## config.mk

```make
export PLATFORM = sky130hd
export DESIGN_NAME = nkx_div
export DESIGN_NICKNAME = d
export VERILOG_FILES = /design/src/hdl/nkx_pkg.sv /design/src/hdl/nkx_div.sv
export SDC_FILE = /design/constraint.sdc
export NUM_CORES = 1
export LEC_CHECK = 0
export BUFFER_PORTS_ARGS = -buffer_cell sky130_fd_sc_hd__buf_2
export CELL_PAD_IN_SITES_DETAIL_PLACEMENT = 0
export CELL_PAD_IN_SITES_GLOBAL_PLACEMENT = 1
export CORE_MARGIN = 1.5
export CORE_UTILIZATION = 40
export DETAILED_ROUTE_END_ITERATION = 8
export GPL_ROUTABILITY_DRIVEN = 1
export PLACE_DENSITY_LB_ADDON = 0.1
export SETUP_SLACK_MARGIN = 0.2
export SYNTH_ARGS = -nofsm -noshare
export SYNTH_HDL_FRONTEND = slang
export SYNTH_SLANG_ARGS = --single-unit
```

## constraint.sdc

```tcl
create_clock -name clk -period 3.1 [get_ports clk]
set_clock_uncertainty 0.1 [all_clocks]
set_input_delay 0.465 -clock clk [delete_from_list [all_inputs] [get_ports clk]]
set_output_delay 0.465 -clock clk [all_outputs]
set_load 0.05 [all_outputs]
```

## src/hdl/nkx_pkg.sv

```systemverilog
// Shared constants, request types and fixed-point helpers for the n/k extraction block.
`default_nettype none
package nkx_pkg;

	localparam int MAX_ITERATIONS = 64;
	localparam int CORDIC_STAGES  = 24;
	localparam int STAGE_W        = $clog2(CORDIC_STAGES);

	localparam logic [6:0]         ITER_LIMIT = 7'(MAX_ITERATIONS);
	localparam logic signed [31:0] ONE_Q16    = 32'sd65536;
	localparam logic signed [31:0] TWO_Q16    = 32'sd131072;
	localparam logic [29:0]        C1_Q32     = 30'd683552635;
	localparam logic [26:0]        CDC_Q32    = 27'd128758825;
	localparam logic [23:0]        LN2_Q24    = 24'd11629080;
	localparam logic [29:0]        KINV_Q30   = 30'd652032874;
	localparam logic signed [33:0] PI_Q30     = 34'sd3373259426;

	typedef enum logic [2:0] {
		REG_DC_TERM         = 3'd0,
		REG_THICKNESS       = 3'd1,
		REG_AMPLITUDE_SCALE = 3'd2,
		REG_PHASE_OFFSET    = 3'd3,
		REG_ITERATION_COUNT = 3'd4
	} reg_index_t;

	typedef struct packed {
		logic        start;
		logic [63:0] dividend;
		logic [63:0] divisor;
	} div_req_t;

	typedef struct packed {
		logic        start;
		logic [63:0] value;
		logic [5:0]  frac_bits;
	} log_req_t;

	function automatic logic signed [31:0] sat32(input logic signed [65:0] v);
		if (v > 66'sd2147483647) begin
			return 32'sh7FFFFFFF;
		end else if (v < -66'sd2147483648) begin
			return 32'sh80000000;
		end
		return v[31:0];
	endfunction

	// Q0.30 arctangent of 2^-i, truncated
	function automatic logic [29:0] atan_q30(input logic [4:0] i);
		logic [29:0] a;
		case (i)
			5'd0:  a = 30'h3243F6A8;
			5'd1:  a = 30'h1DAC6705;
			5'd2:  a = 30'h0FADBAFC;
			5'd3:  a = 30'h07F56EA6;
			5'd4:  a = 30'h03FEAB76;
			5'd5:  a = 30'h01FFD55B;
			5'd6:  a = 30'h00FFFAAA;
			5'd7:  a = 30'h007FFF55;
			5'd8:  a = 30'h003FFFEA;
			5'd9:  a = 30'h001FFFFD;
			5'd10: a = 30'h000FFFFF;
			5'd11: a = 30'h0007FFFF;
			5'd12: a = 30'h0003FFFF;
			5'd13: a = 30'h0001FFFF;
			5'd14: a = 30'h0000FFFF;
			5'd15: a = 30'h00007FFF;
			5'd16: a = 30'h00003FFF;
			5'd17: a = 30'h00001FFF;
			5'd18: a = 30'h00000FFF;
			5'd19: a = 30'h000007FF;
			5'd20: a = 30'h000003FF;
			5'd21: a = 30'h000001FF;
			5'd22: a = 30'h000000FF;
			5'd23: a = 30'h0000007F;
			5'd24: a = 30'h0000003F;
			5'd25: a = 30'h0000001F;
			5'd26: a = 30'h0000000F;
			5'd27: a = 30'h00000007;
			5'd28: a = 30'h00000003;
			5'd29: a = 30'h00000001;
			default: a = 30'h0;
		endcase
		return a;
	endfunction

endpackage
`default_nettype wire

```

## src/hdl/nkx_div.sv

```systemverilog
// Restoring unsigned 64/64 divider, one quotient bit per cycle.
`default_nettype none
module nkx_div (
	input  logic             clk,
	input  logic             arst_n,
	input  nkx_pkg::div_req_t req,
	output logic             busy,
	output logic [63:0]      quot
);

	logic        busy_q;
	logic [5:0]  cnt_q;
	logic [63:0] rem_q;
	logic [63:0] quo_q;
	logic [63:0] dsr_q;
	logic [64:0] trial;
	logic [64:0] diff;
	logic        ge;

	assign trial = {rem_q, quo_q[63]};
	assign diff  = trial - {1'b0, dsr_q};
	assign ge    = trial >= {1'b0, dsr_q};
	assign busy  = busy_q;
	assign quot  = quo_q;

	always_ff @(posedge clk or negedge arst_n) begin
		if (!arst_n) begin
			busy_q <= 1'b0;
			cnt_q  <= '0;
		end else if (req.start) begin
			busy_q <= 1'b1;
			cnt_q  <= '0;
		end else if (busy_q) begin
			cnt_q <= cnt_q + 6'd1;
			if (cnt_q == 6'd63) begin
				busy_q <= 1'b0;
			end
		end
	end

	always_ff @(posedge clk) begin
		if (req.start) begin
			rem_q <= '0;
			quo_q <= req.dividend;
			dsr_q <= req.divisor;
		end else if (busy_q) begin
			rem_q <= ge ? diff[63:0] : trial[63:0];
			quo_q <= {quo_q[62:0], ge};
		end
	end

endmodule
`default_nettype wire

```

Word level (Yosys, flattened, before mapping)

Index checks and enable logic that the tools add are counted.

Add/subtract/negate cells: 2
$mul: 0
Div/mod/pow operators: 0
$lt $le $gt $ge: 1
Equality and inequality tests: 1
Shifts and indexed selects: 0
Muxes and demuxes: 8
Bitwise logic cells: 0
Reductions and logical operators: 1

Operator list:

| cell                  | number |
|---|---|
| $mux W64              | 3 |
| $ge A65 B64 Y1        | 1 |
| $sub A64 B64 Y64      | 1 |
| $mux W6               | 2 |
| $add A6 B1 Y6 const B | 1 |
| $eq A6 B6 Y1 const B  | 1 |
| $mux W1               | 3 |
| $reduce_bool A2 Y1    | 1 |

Flip-flop bits (word level): 199
Bits in latches: 0
RAM bits: 0
Bits in read-only memories: 0
Input bits: 131
Output and inout port bits: 65
Word-level logic and storage cells: 18
Memories kept: 0

Longest topological paths before layout

Depth in word-level cells: 4
Gate-level depth with buffers: 15
Depth with buffers taken out: 13

Least setup slack after synthesis

Ideal clock, no wire load.

Path type: flip-flop to flip-flop
From: register busy_q, in the netlist busy
To: register quo_q[0], in the netlist quot[0], enable pin
Setup time: 693 ps
Arrival: 2513 ps
Data required time: 2307 ps
Setup slack: -206 ps
Cell stages (with the launch flop): 6
Buffers on the path: 3
Period minus slack after synthesis: 3306 ps
Path through: dfrtp_1 clkbuf_1 inv_1 clkbuf_1 clkbuf_1 nand2_1

Word-level cells in the longest chain between the ends: 1

RTL lines:

| what                                | RTL line      | source |
|---|---|---|
| start: declaration                  | nkx_div.sv:11 | `logic busy_q;` |
| start signal: assignment            | nkx_div.sv:28 | `busy_q <= 1'b0;` |
| start signal: assignment            | nkx_div.sv:31 | `busy_q <= 1'b1;` |
| start signal: assignment            | nkx_div.sv:36 | `busy_q <= 1'b0;` |
| $reduce_bool A2 Y1 (no source line) | -             |  |
| end signal: assignment              | nkx_div.sv:44 | `quo_q <= req.dividend;` |
| end signal: assignment              | nkx_div.sv:48 | `quo_q <= {quo_q[62:0], ge};` |
| end: declaration                    | nkx_div.sv:14 | `logic [63:0] quo_q;` |

Every way passes these cells.
A chain may end at the register's enable or synchronous reset.

Final worst setup path

From: register dsr_q[21]
To: register rem_q[56]

Word-level cells in the longest chain between the ends: 2
Elaborated cells between the ends (all ways): 3
Classes of those cells: add/sub (1); order compare (1); mux (1)

RTL lines:

| what                                               | RTL line                     | source |
|---|---|---|
| start: declaration                                 | nkx_div.sv:15                | `logic [63:0] dsr_q;` |
| start signal: assignment                           | nkx_div.sv:45                | `dsr_q <= req.divisor;` |
| $sub A64 B64 Y64 or $ge A65 B64 Y1 (tied branches) | nkx_div.sv:21, nkx_div.sv:22 |  |
| $mux W64 (*)                                       | nkx_div.sv:47                | `rem_q <= ge ? diff[63:0] : trial[63:0];` |
| end signal: assignment                             | nkx_div.sv:47                |  |
| end: declaration                                   | nkx_div.sv:13                | `logic [63:0] rem_q;` |

Mark *: on every way between the ends. The rest lies on a longest branch, timed or not.

==> reports/summary.json <==
{
  "global_route": {
    "grt_pass1_wl_um": 57890,
    "pin_count_of_the_biggest_net_entering_global_routing": 115,
    "grtUsageTotal": 0.2363,
    "grt_pass1_vias": 10760,
    "antenna_found_initial": 0,
    "globalRouteOverflowTotal": 0
  },
  "routing": {
    "count_of_vias_placed_by_the_detailed_router": 10690,
    "detailedRoute.firstIterationViolations": 603,
    "drcViolationCount": 0,
    "route.antenna.remaining_nets": 0,
    "drt-pass1-iter-count": 5,
    "drt_wl_total_um": 36330,
    "avgRoutedWirePerCell_um": 18.19,
    "drt-vias-per-instance": 5.354
  },
  "floorplanning": {
    "die_y_um": 175.8,
    "design.die.area_um2": 30920,
    "die-width_um": 175.8,
    "floorplan.initialDensity": 0.4053,
    "design.core.area_um2": 29480,
    "num_io_pins": 196,
    "core.rowCount": 63
  },
  "logic_synthesis": {
    "synth-edff-count": 128,
    "syn_avg_cell_area_um2": 9.598,
    "sequential_element_share_of_the_synthesized_area": 0.4436,
    "synth_fp_nets": 1442,
    "synth_adder_area_share": 0.06974,
    "yosysUniqueCellTypes": 74,
    "synth_area_um2": 11950,
    "portion_of_netlist_area_occupied_by_mux_cells": 0.06366,
    "synth_area_in_compound_gates": 0.1949,
    "ys_seq_elements": 199,
    "combinational_family_with_the_most_area_after_synthesis": "compound AO/OA/AOI/OAI gates",
    "post_synth_and_or_nand_nor_area_fraction": 0.1364,
    "postSynth.topFlopCell": "edfxtp_1",
    "async_flop_share": 0.03518,
    "synthesis.yosys.warnings": 0,
    "postSynthCellCount": 1245,
    "yosys.area_share.xor_xnor": 0.03812
  },
  "setup_path": {
    "worstSetupStartpointType": "register",
    "crit_path_max_incr_delay_ns": 0.35,
    "cp_num_buf_inv": 5,
    "wp_data_required_ns": 3.30,
    "path_max_fanout": 6,
    "crit_type": "reg -> reg",
    "crit_path_end_kind": "register",
    "cpMaxStageDelayCell": "edfxtp_1",
    "critPathMostFrequentCell": "buf_6",
    "worst_ep_arrival_time_ns": 3.46,
    "count_of_cell_instances_traversed_by_the_critical_path": 16,
    "critical_path.cell_chain": "inv_2, ha_4, nand4_1, nor3_4, nand2_2, o211ai_1, a21oi_4, o31a_1, buf_6, o41ai_4, buf_6, buf_12, buf_16, nand4b_1, mux2i_1, a2111oi_2",
    "reg2reg_depth": 16,
    "critPathTopFamily": "compound AO/OA/AOI/OAI gates"
  },
  "status": {
    "violations_in_the_final_reports": "negative setup slack",
    "run_status": "complete, but fails checks"
  },
  "power": {
    "power_density_nw_per_um2": 933.7,
    "report.power.total_mw": 15.64,
    "power.static_leakage_nw": 7.315,
    "vdd_ir_drop_max_mv": 0.5131
  },
  "sta": {
    "finalSetupViolations": 60,
    "period_share": 1.050,
    "fmaxAchievable_mhz": 307.4,
    "finalHoldViolCount": 0,
    "tightest_slew_ns": 0.7474,
    "timing.final.ws_setup_ns": -0.1536,
    "pins_over_their_slew_limit": 0,
    "finalWorstPathRequiredPeriod_ns": 3.254,
    "grt_setup_unrepaired": "true",
    "max-slew-margin-rel": 0.5017,
    "fin_worst_hold_slack_ns": 0.07704
  },
  "cts": {
    "clk_pin_slew_worst_paths_ns": 0.08,
    "cts_buffer_depth": 2,
    "cts_max_level": 4,
    "clock_tree.root_cell": "clkbuf_16",
    "tritoncts": "done",
    "clock_insertion_delay_worst_skew_ns": 0.46,
    "clock_sinks": 199,
    "tritoncts_buffer_count": 17
  },
  "finish": {
    "finalNetCount": 1791,
    "area_delta_synth_final_pct": 40.16,
    "final_design_area_no_fill_um2": 16750,
    "drive_gt1_frac": 0.4337,
    "final-instance-count-excl-fill": 1997,
    "antennaDiodeCount": 0
  },
  "hold_path": {
    "worstHoldPathType": "in -> reg",
    "whs_path_depth": 1
  },
  "placement": {
    "place.detailed.instances": 1927,
    "io_buffers": 195,
    "detailed_place.area_um2": 14480,
    "dp_hpwl_um": 25730,
    "finalWeightedCongestion": 0.8757
  },
  "job": {
    "cap_viol_max_count": 0
  }
}
==> cells by family after synthesis <==
family | after synthesis
muxes | 68
DFF | 199
and+or+nand+nor | 350
xor gates and xnor gates | 52
AOI/OAI and AO/OA | 351
buffers and inverters | 159
adders and majority gates | 66
==> worst register-to-register path, stage by stage (launching register included) <==
cell and delay (ns):
edfxtp_1 0.35, inv_2 0.05, ha_4 0.28, nand4_1 0.21, nor3_4 0.21, nand2_2 0.10
o211ai_1 0.27, a21oi_4 0.08, o31a_1 0.30, buf_6 0.14, o41ai_4 0.21, buf_6 0.18
buf_12 0.14, buf_16 0.12, nand4b_1 0.09, mux2i_1 0.22, a2111oi_2 0.06
==> Yosys cell counts (7+ instances only) <==
master | count | area (um2)
edfxtp_1 | 128 | 3844
nand2_1 | 125 | 469.2
a21oi_1 | 114 | 570.6
nor2_1 | 92 | 345.3
inv_1 | 89 | 334.1
ha_1 | 65 | 813.3
dfxtp_1 | 64 | 1281
mux2_2 | 64 | 720.7
clkbuf_1 | 43 | 161.4
o21ai_0 | 43 | 215.2
a211oi_1 | 33 | 247.7
a21o_1 | 30 | 225.2
nand3_1 | 28 | 140.1
xnor2_1 | 28 | 245.2
a311oi_1 | 26 | 227.7
nand4_1 | 25 | 156.4
xor2_1 | 24 | 210.2
buf_2 | 17 | 85.08
and3_1 | 16 | 100.1
nor3_1 | 15 | 75.07
o21bai_1 | 15 | 112.6
a31oi_1 | 11 | 68.82
o21a_1 | 11 | 82.58
or3_1 | 11 | 68.82
o211ai_1 | 9 | 67.56
o21ai_1 | 9 | 45.04
and2_1 | 8 | 50.05
dfrtp_1 | 7 | 175.2
==> cell type report <==
| type | instances | area, um2 |
|---|---|---|
| fill | 2673 | 12730 |
| multi-input combinational | 889 | 7124 |
| sequential | 199 | 5304 |
| timing repair buffer | 397 | 2919 |
| tap | 390 | 488.0 |
| clock buffer | 19 | 432.9 |
| inverter | 90 | 337.8 |
| clock inverter | 13 | 141.4 |
==> final timing paths <==
| kind | endpoint | start | slack (ns) |
|---|---|---|---|
| min in group asynchronous | busy | arst_n | 0.27 |
| hold reg to reg | rem_q[24] | rem_q[24] | 0.41 |
| setup reg to reg | rem_q[56] | dsr_q[21] | -0.15 |
| setup / recovery | rem_q[56] | dsr_q[21] | -0.15 |
| hold / removal | dsr_q[60] | req[60] | 0.08 |
| max in group asynchronous | busy | arst_n | 2.44 |
==> flip-flops by register name, indices dropped and copies added (netlist names) <==
| name | cells |
|---|---|
| cnt_q | 6 |
| rem_q | 64 |
| busy | 1 |
| quot | 64 |
| dsr_q | 64 |
==> layer usage <==
layer	global-route usage	vias up	part of all wire
met5	0	-	0
met4	0.05556	0	0.014
met3	0.04827	33	0.050
met2	0.3860	255	0.47
met1	0.3207	5127	0.46
li1	-	5276	-
==> report_power, final <==
| group | switching, mW | leakage (nW) | internal [mW] |
|---|---|---|---|
| Sequential | 0.396 | 1.92 | 3.35 |
| Combinational | 4.89 | 5.12 | 4.80 |
| Clock | 1.13 | 0.278 | 1.07 |
==> per-stage QoR <==
stage          setup TNS, ns  utilization  worst slack [ns]
2_1_floorplan       -0.06004            -          -0.02021
3_3_place_gp          -6.363       0.4911           -0.2425
3_5_place_dp          -7.005       0.4911           -0.2567
4_1_cts               -1.771       0.5512           -0.1809
5_1_grt               -12.31       0.5681           -0.2944
6_report              -3.821       0.5681           -0.1536
==> repair_timing <==
| item | 4_1_cts | 5_1_grt |
|---|---|---|
| endpoints found under the setup margin | 65 | 65 |
| setup buffers | 20 | 5 |
| resized for setup | 157 | 100 |
| pin swaps | 46 | 34 |
| gates cloned | 11 | 1 |
| hold endpoints to repair | 7 | 0 |
| hold buffers | 1 | 0 |
==> cells in the final DEF (no fill, tap or decap), types with 43 or more instances in the layout <==
master / instances
dfxtp_1: 64
buf_2: 195
a21oi_1: 87
mux2_2: 63
buf_4: 159
nand2_1: 80
ha_1: 43
edfxtp_1: 128
inv_1: 80
nor2_1: 88
(Power assumes the default switching activity.)
