===== src/hdl/nkx_pkg.sv =====
// Shared constants, request types and fixed-point helpers for the n/k extraction block.
`default_nettype none
package nkx_pkg;

	localparam int MAX_ITERATIONS = 64;
	localparam int CORDIC_STAGES  = 24;
	localparam int STAGE_W        = $clog2(CORDIC_STAGES);

	localparam logic [6:0]         ITER_LIMIT = 7'(MAX_ITERATIONS);
	localparam logic signed [31:0] ONE_Q16    = 32'sd65536;
	localparam logic signed [31:0] TWO_Q16    = 32'sd131072;
	localparam logic [29:0]        C1_Q32     = 30'd683552635;
	localparam logic [26:0]        CDC_Q32    = 27'd128758825;
	localparam logic [23:0]        LN2_Q24    = 24'd11629080;
	localparam logic [29:0]        KINV_Q30   = 30'd652032874;
	localparam logic signed [33:0] PI_Q30     = 34'sd3373259426;

	typedef enum logic [2:0] {
		REG_DC_TERM         = 3'd0,
		REG_THICKNESS       = 3'd1,
		REG_AMPLITUDE_SCALE = 3'd2,
		REG_PHASE_OFFSET    = 3'd3,
		REG_ITERATION_COUNT = 3'd4
	} reg_index_t;

	typedef struct packed {
		logic        start;
		logic [63:0] dividend;
		logic [63:0] divisor;
	} div_req_t;

	typedef struct packed {
		logic        start;
		logic [63:0] value;
		logic [5:0]  frac_bits;
	} log_req_t;

	function automatic logic signed [31:0] sat32(input logic signed [65:0] v);
		if (v > 66'sd2147483647) begin
			return 32'sh7FFFFFFF;
		end else if (v < -66'sd2147483648) begin
			return 32'sh80000000;
		end
		return v[31:0];
	endfunction

	// Q0.30 arctangent of 2^-i, truncated
	function automatic logic [29:0] atan_q30(input logic [4:0] i);
		logic [29:0] a;
		case (i)
			5'd0:  a = 30'h3243F6A8;
			5'd1:  a = 30'h1DAC6705;
			5'd2:  a = 30'h0FADBAFC;
			5'd3:  a = 30'h07F56EA6;
			5'd4:  a = 30'h03FEAB76;
			5'd5:  a = 30'h01FFD55B;
			5'd6:  a = 30'h00FFFAAA;
			5'd7:  a = 30'h007FFF55;
			5'd8:  a = 30'h003FFFEA;
			5'd9:  a = 30'h001FFFFD;
			5'd10: a = 30'h000FFFFF;
			5'd11: a = 30'h0007FFFF;
			5'd12: a = 30'h0003FFFF;
			5'd13: a = 30'h0001FFFF;
			5'd14: a = 30'h0000FFFF;
			5'd15: a = 30'h00007FFF;
			5'd16: a = 30'h00003FFF;
			5'd17: a = 30'h00001FFF;
			5'd18: a = 30'h00000FFF;
			5'd19: a = 30'h000007FF;
			5'd20: a = 30'h000003FF;
			5'd21: a = 30'h000001FF;
			5'd22: a = 30'h000000FF;
			5'd23: a = 30'h0000007F;
			5'd24: a = 30'h0000003F;
			5'd25: a = 30'h0000001F;
			5'd26: a = 30'h0000000F;
			5'd27: a = 30'h00000007;
			5'd28: a = 30'h00000003;
			5'd29: a = 30'h00000001;
			default: a = 30'h0;
		endcase
		return a;
	endfunction

endpackage
`default_nettype wire


===== src/hdl/nkx_log.sv =====
// Natural log in Q16.16: leading-one search, 30 squaring steps, then scale by ln2.
`default_nettype none
module nkx_log (
	input  logic                clk,
	input  logic                arst_n,
	input  nkx_pkg::log_req_t   req,
	output logic                busy,
	output logic signed [31:0]  result
);

	typedef enum logic [6:0] {
		L_IDLE = 7'b0000001,
		L_NORM = 7'b0000010,
		L_LOAD = 7'b0000100,
		L_SQ   = 7'b0001000,
		L_M1   = 7'b0010000,
		L_M2   = 7'b0100000,
		L_FIN  = 7'b1000000
	} lstate_t;

	localparam logic [63:0] BIAS = 64'(64'd64 * 64'(nkx_pkg::LN2_Q24)) << 30;

	lstate_t            state_q;
	logic [63:0]        w_q;
	logic [5:0]         lead_q;
	logic [5:0]         fb_q;
	logic [2:0]         step_q;
	logic [30:0]        m_q;
	logic [29:0]        frac_q;
	logic [4:0]         it_q;
	logic [53:0]        p1_q;
	logic [31:0]        p2_q;
	logic signed [31:0] res_q;

	logic [6:0]  sh;
	logic        top_zero;
	logic [30:0] mul_a;
	logic [30:0] mul_b;
	logic [61:0] prod;
	logic [31:0] sqt;
	logic [6:0]  expo;
	logic [63:0] total;

	assign sh       = 7'd32 >> step_q;
	assign top_zero = (w_q >> (7'd64 - sh)) == 64'd0;
	assign expo     = 7'({1'b0, lead_q}) - 7'({1'b0, fb_q}) + 7'd64;
	assign sqt      = prod[61:30];
	assign total    = 64'({p2_q, 30'b0}) + 64'(p1_q) - BIAS;
	assign busy     = state_q != L_IDLE;
	assign result   = res_q;

	always_comb begin
		case (state_q)
			L_M1: begin
				mul_a = 31'(frac_q);
				mul_b = 31'(nkx_pkg::LN2_Q24);
			end
			L_M2: begin
				mul_a = 31'(expo);
				mul_b = 31'(nkx_pkg::LN2_Q24);
			end
			default: begin
				mul_a = m_q;
				mul_b = m_q;
			end
		endcase
	end

	assign prod = mul_a * mul_b;

	always_ff @(posedge clk or negedge arst_n) begin
		if (!arst_n) begin
			state_q <= L_IDLE;
			step_q  <= '0;
			it_q    <= '0;
		end else begin
			case (state_q)
				L_IDLE: begin
					if (req.start) begin
						state_q <= L_NORM;
						step_q  <= '0;
					end
				end
				L_NORM: begin
					step_q <= step_q + 3'd1;
					if (step_q == 3'd5) begin
						state_q <= L_LOAD;
					end
				end
				L_LOAD: begin
					it_q    <= '0;
					state_q <= L_SQ;
				end
				L_SQ: begin
					it_q <= it_q + 5'd1;
					if (it_q == 5'd29) begin
						state_q <= L_M1;
					end
				end
				L_M1: state_q <= L_M2;
				L_M2: state_q <= L_FIN;
				L_FIN: state_q <= L_IDLE;
				default: state_q <= L_IDLE;
			endcase
		end
	end

	always_ff @(posedge clk) begin
		case (state_q)
			L_IDLE: begin
				if (req.start) begin
					w_q    <= req.value;
					fb_q   <= req.frac_bits;
					lead_q <= 6'd63;
				end
			end
			L_NORM: begin
				if (top_zero) begin
					w_q    <= w_q << sh;
					lead_q <= lead_q - sh[5:0];
				end
			end
			L_LOAD: begin
				m_q    <= w_q[63:33];
				frac_q <= '0;
			end
			L_SQ: begin
				// renormalize the square back below 2.0
				m_q    <= sqt[31] ? sqt[31:1] : sqt[30:0];
				frac_q <= {frac_q[28:0], sqt[31]};
			end
			L_M1: p1_q <= prod[53:0];
			L_M2: p2_q <= prod[31:0];
			L_FIN: res_q <= 32'($signed(total) >>> 38);
			default: ;
		endcase
	end

endmodule
`default_nettype wire


===== config.mk =====
export PLATFORM = sky130hd
export DESIGN_NAME = nkx_log
export DESIGN_NICKNAME = d
export VERILOG_FILES = /design/src/hdl/nkx_pkg.sv /design/src/hdl/nkx_log.sv
export SDC_FILE = /design/constraint.sdc
export NUM_CORES = 2
export LEC_CHECK = 0
export BUFFER_PORTS_ARGS = -buffer_cell sky130_fd_sc_hd__buf_2
export CAP_MARGIN = 20
export CORE_MARGIN = 10
export CORE_UTILIZATION = 66
export DETAILED_ROUTE_END_ITERATION = 8
export GPL_TIMING_DRIVEN = 1
export MAX_ROUTING_LAYER = met4
export PLACE_DENSITY = 0.83
export SYNTH_ARGS = -nofsm -noshare
export SYNTH_HDL_FRONTEND = slang
export SYNTH_SLANG_ARGS = --single-unit
export TNS_END_PERCENT = 20

===== constraint.sdc =====
create_clock -name clk -period 11.9 [get_ports clk]
set_input_delay 2.38 -clock clk [delete_from_list [all_inputs] [get_ports clk]]
set_output_delay 2.38 -clock clk [all_outputs]
set_load 0.02 [all_outputs]

# Word level (Yosys, flattened, before mapping)
# Cells that the tools add are included.
classes:
  addsub: 8
  n_mul: 1
  eq_ne: 14
  n_shift: 3
  muxes: 18
  reduce_logical: 8
op_table:
  columns: ["op", "n"]
  rows:
  - ["64-bit two-way mux", 2]
  - ["64-bit case mux with 2 select lines", 1]
  - ["31-bit case mux with 2 select lines", 2]
  - ["64-bit logical NOT", 1]
  - ["64-bit by 7-bit << shifter with 64-bit output", 1]
  - ["64-bit by 7-bit >> shifter with 64-bit output", 1]
  - ["63-bit by 60-bit subtractor with 64-bit output, second input constant", 1]
  - ["62-bit by 54-bit adder with 63-bit output", 1]
  - ["31-bit by 31-bit multiplier with 62-bit output", 1]
  - ["31-bit two-way mux", 2]
  - ["30-bit case mux with 2 select lines", 1]
  - ["7-bit case mux with 6 select lines", 1]
  - ["7-bit two-way mux", 3]
  - ["6-bit two-way mux", 2]
  - ["6-bit case mux with 2 select lines", 1]
  - ["5-bit case mux with 2 select lines", 1]
  - ["2-bit != test, second input constant", 4]
  - ["7-bit adder, second input constant", 1]
  - ["7-bit by 1-bit equality test with 1-bit output, second input constant", 1]
  - ["7-bit by 2-bit equality test with 1-bit output, second input constant", 1]
  - ["7-bit by 3-bit equality test with 1-bit output, second input constant", 1]
  - ["7-bit by 4-bit equality test with 1-bit output, second input constant", 1]
  - ["7-bit by 5-bit equality test with 1-bit output, second input constant", 1]
  - ["7-bit by 6-bit equality test with 1-bit output, second input constant", 1]
  - ["other kinds (16)", 19]
totals:
  regBits: 264
  out_inout_bits: 33

# Longest topological paths before layout
depth:
  ltp_word: 6
  ltp_mapped: 40
  depth_no_buf: 39

# Worst setup path before layout
# No wires, ideal clock.
synth_path:
  kind: "register -> register"
  startpoint: "reg state_q[3]"
  endpoint: "reg m_q[19], data pin"
  setup_time_ns: 0.266
  arrival_ns: 9.681
  t_required_ns: 11.634
  setup_slack_ns: 1.953
  stages_incl_launch_ff: 36
  path_buffers: 5
  synth_period_minus_slack_ns: 9.947
  cell_sequence: "dfrtp_1 nor3_1 and2_1 nand3b_1 inv_1 clkbuf_1 or3_1 clkbuf_1 buf_1 nand2_1 fa_1 inv_1 fa_1 fa_1 inv_1 fa_1 inv_1 fa_1 fa_1 fa_1 inv_1 fa_1 inv_1 ha_1 clkbuf_1 nand4_1 or3_1 o22ai_1 nor2_1 o21ba_2 a21oi_2 o21ai_4 xor2_1 buf_6 mux2i_1 o21ai_1"
synth_between:
  elab_chain_cells: 6
  elab_cells_between_ends: 10
  classes_between: "1 x mul; 4 x eq/ne; 4 x mux; 1 x reduce/logical"
synth_rtl:
  columns: ["element", "line_no", "source"]
  rows:
  - ["start: declaration", "nkx_log.sv:23", "lstate_t state_q;"]
  - ["start signal: assignment", "nkx_log.sv:73", "state_q <= L_IDLE;"]
  - ["start signal: assignment", "nkx_log.sv:80", "state_q <= L_NORM;"]
  - ["start signal: assignment", "nkx_log.sv:87", "state_q <= L_LOAD;"]
  - ["7-bit by 6-bit equality test with 1-bit output / 7-bit by 5-bit equality test with 1-bit output (equally long branches)", "nkx_log.sv:53", "case (state_q)"]
  - ["2-bit OR reduction (no source line)", null, null]
  - ["31-bit two-way mux", "nkx_log.sv:53", null]
  - ["31-bit by 31-bit multiplier with 62-bit output", "nkx_log.sv:69", "assign prod = mul_a * mul_b;"]
  - ["31-bit two-way mux", "nkx_log.sv:129", "m_q <= sqt[31] ? sqt[31:1] : sqt[30:0];"]
  - ["31-bit case mux with 2 select lines *", "nkx_log.sv:109", "case (state_q)"]
  - ["end signal: assignment", "nkx_log.sv:124", "m_q <= w_q[63:33];"]
  - ["end signal: assignment", "nkx_log.sv:129", null]
  - ["end: declaration", "nkx_log.sv:28", "logic [30:0] m_q;"]
# Every way passes the cells marked *; elsewhere a longest branch is shown, timed or not.
# A chain may end at the register's enable or synchronous reset.

# Final worst setup path
layout_path:
  startpoint: "reg state_q[0]"
  endpoint: "reg m_q[10], data pin"
# Same word-level chain as after synthesis.

==> results_dict.tcl <==
set metrics [dict create \
    run_status "complete, no violations" \
    die_h_um 285.2 \
    cts_tree "done" \
    synth.avg_cell_area_um2 8.987 \
    worstPathRequired_ns 12.17 \
    drive_gt1_frac 0.06505 \
    start_util 0.6640 \
    drv_slew 0 \
    initialDrtViolationCount 4533 \
    synthFlopType "edfxtp_1" \
    yosysUniqueCellTypes 80 \
    ir_drop_mv 0.1622 \
    viasPerCell 6.295 \
    skew_ns 0.02641 \
    grt_pass1_wl_um 238200 \
    hold_slack_ns 0.5512 \
    core_area_mm2 0.06991 \
    endpoint_kind "flip-flop" \
    yosys_warnings 0 \
    syn_to_final_growth_pct 5.550 \
    arrival_ns 11.70 \
    period_share 0.9605 \
    fillers 5582 \
    fp-row-count 97 \
    reg2regPathDepth 34 \
    reg2reg_to "m_q[10]" \
    grt-ovfl-total 0 \
    r2r_setup_slack_ns 0.47 \
    globalplace.congestion 1.093 \
    crit_top_cell "fa_1" \
    insertion_delay_ns 0.57 \
    port_buffers 105 \
    tns_ns 0 \
    setup_viol 0 \
    cts_root_buf "clkbuf_16" \
    post_cts_buffers 0 \
    grt_pass1_vias 39690 \
    die_w_um 285.2 \
    final_util 0.7008 \
    postRouteAntennaNets 0 \
    cts_resized 0 \
    crit_path_start "state_q[0]" \
    final_nets 6384 \
    cts_max_path_buffers 3 \
    syn_nets 6403 \
    clock_sinks 234 \
    max_stage_delay_ns 0.66 \
    grt_usage 0.3973 \
    postSynthCellCount 5165 \
    numCtsBuffers 26 \
    drt-wirelength-per-cell_um 25.71 \
    slew_headroom 0.07277 \
    cts.clk_slew.worst_paths_ns 0.07 \
    dieArea_mm2 0.08134 \
    crit_type "reg -> reg" \
    worst_pin_slew_ns 1.391 \
    hold_class "reg -> reg" \
    fmax_ghz 0.08749 \
    dp_hpwl_um 125000 \
    rsz0062_at_grt "false" \
    r2r-start "state_q[0]" \
    start_kind "flip-flop" \
    multi_input_area_mm2 0.03459 \
    drv_cap 0 \
    route.detailed.drc 0 \
    seqCellArea_mm2 0.006953 \
    p_leak_nw 25.05 \
    routed_wl_um 157200 \
    synth_area_mm2 0.04642 \
    crit_slowest_cell "nand2_1" \
    ys_async_sr_fraction 0.06410 \
    synth_edf_count 219 \
    holdPathStages 2 \
    critPathMaxFanout 26 \
    fin_crit_ns 11.43 \
    dr.pass1.iters 8 \
    grt_antenna_before_repair 8 \
    synth-seq-area-share 0.1498 \
    vias 38500 \
    cts-hold-fix-buffers 0 \
    final_hold_viol_count 0 \
    grt_max_degree 88 \
    ys_seq_elements 234 \
    hold_start "it_q[4]" \
    cp-endpoint "m_q[10]" \
    p_per_area_mw_per_mm2 144.0 \
    num_io_pins 106 \
    ctsHtreeMaxLevel 1 \
]
==> area by class of cell <==
class,instances,area share
clock buffer,34,0.01433
inverter,1018,0.07799
clock inverter,13,0.003678
timing repair buffer,237,0.03154
sequential,234,0.1419
tap,940,0.02401
antenna,11,0.0005618
multi-input combinational,3629,0.7060
==> critical path: cells and delay by family (launching register included) <==
kind / cells / cell delay [ns]
flops: 1 / 0.55
xor+xnor: 1 / 0.58
buf+inv: 8 / 1.62
simple gates: 10 / 2.66
compound gates: 5 / 0.99
mux: 1 / 0.24
fa+ha+maj: 9 / 4.46
==> stage by stage <==
step / std cells / power, mW / instance area (µm²) / worst slack, ns
6_report: 6116 / 7.055 / 48990 / 0.4698
5_1_grt: 6114 / 7.382 / 48990 / 0.1415
4_1_cts: 6100 / 6.871 / 48900 / 0.8014
3_5_place_dp: 6053 / 5.981 / 48020 / 0.8191
3_3_place_gp: 6053 / 5.973 / 48020 / 0.9307
2_1_floorplan: 5165 / 4.293 / 46420 / 1.953
==> report_power, final <==
part	total, mW	switching (mW)	internal, mW
clock	0.874	0.369	0.505
sequential	1.35	0.179	1.17
combinational	4.84	3.23	1.60
==> cells by family after synthesis <==
logic type               after synthesis  synth area share
buffers and inverters               1302            0.1070
AND/OR/NAND/NOR                     1544            0.1403
adder cells (fa/ha/maj)             1165            0.4497
XOR/XNOR                              86           0.01663
AO/OA/AOI/OAI                        610           0.08518
multiplexers                         224           0.05138
flip-flops                           234            0.1498
==> cells in the final DEF, fill, tap and decap left out, types with 53 or more instances in the layout <==
cell | netlist | final
inv_1 | 1009 | 1006
nand2_1 | 882 | 881
fa_1 | 839 | 839
nor2_1 | 339 | 335
ha_1 | 326 | 326
edfxtp_1 | 219 | 219
mux2i_1 | 209 | 209
a21oi_1 | 172 | 170
o21ai_0 | 138 | 138
buf_4 | 7 | 128
buf_2 | 25 | 105
and3_1 | 90 | 90
nand3_1 | 57 | 57
xnor2_1 | 54 | 53
==> flip-flops by register name, summed over array words and instances (netlist names) <==
| signal | flops |
|---|---|
| step_q | 3 |
| state_q | 7 |
| fb_q | 6 |
| p2_q | 32 |
| w_q | 64 |
| m_q | 31 |
| frac_q | 30 |
| result | 26 |
| lead_q | 6 |
| p1_q | 24 |
| it_q | 5 |
==> cell usage after synthesis (all sizes together) (16+ instances only) <==
library cell | n | share of area
a2111oi | 21 | 0.0044
a211oi | 37 | 0.0062
a21o | 34 | 0.0055
a21oi | 174 | 0.019
a22o | 26 | 0.0049
a22oi | 19 | 0.0031
a31oi | 16 | 0.0022
and2 | 31 | 0.0042
and3 | 90 | 0.012
buf | 60 | 0.0066
clkbuf | 224 | 0.018
edfxtp | 219 | 0.14
fa | 839 | 0.36
ha | 326 | 0.088
inv | 1012 | 0.082
mux2i | 209 | 0.045
nand2 | 883 | 0.071
nand3 | 57 | 0.0061
nand4 | 20 | 0.0027
nor2 | 339 | 0.027
nor2b | 18 | 0.0024
nor3 | 45 | 0.0049
o211ai | 17 | 0.0027
o21ai | 156 | 0.017
o21bai | 18 | 0.0030
or3 | 17 | 0.0023
xnor2 | 55 | 0.011
xor2 | 31 | 0.0058
==> worst min path at each step <==
stage | end | slack, ns
finish | it_q[4] | 0.55
global route | it_q[4] | 0.58
CTS | it_q[4] | 0.55
detailed placement | it_q[4] | 0.52
global placement | it_q[4] | 0.51
floorplan | it_q[4] | 0.49
==> metal layers <==
metal  vias to the layer above  global-route usage  part of all wire  wire, µm
met4                         0              0.2233             0.074     11710
met2                      2711              0.5903              0.44     69270
met3                       746              0.1111              0.13     20690
li1                      16280                   -                 -         -
met5                         -                   -                 0         0
met1                     18770              0.4868              0.35     55560
(Power assumes the default switching activity.)
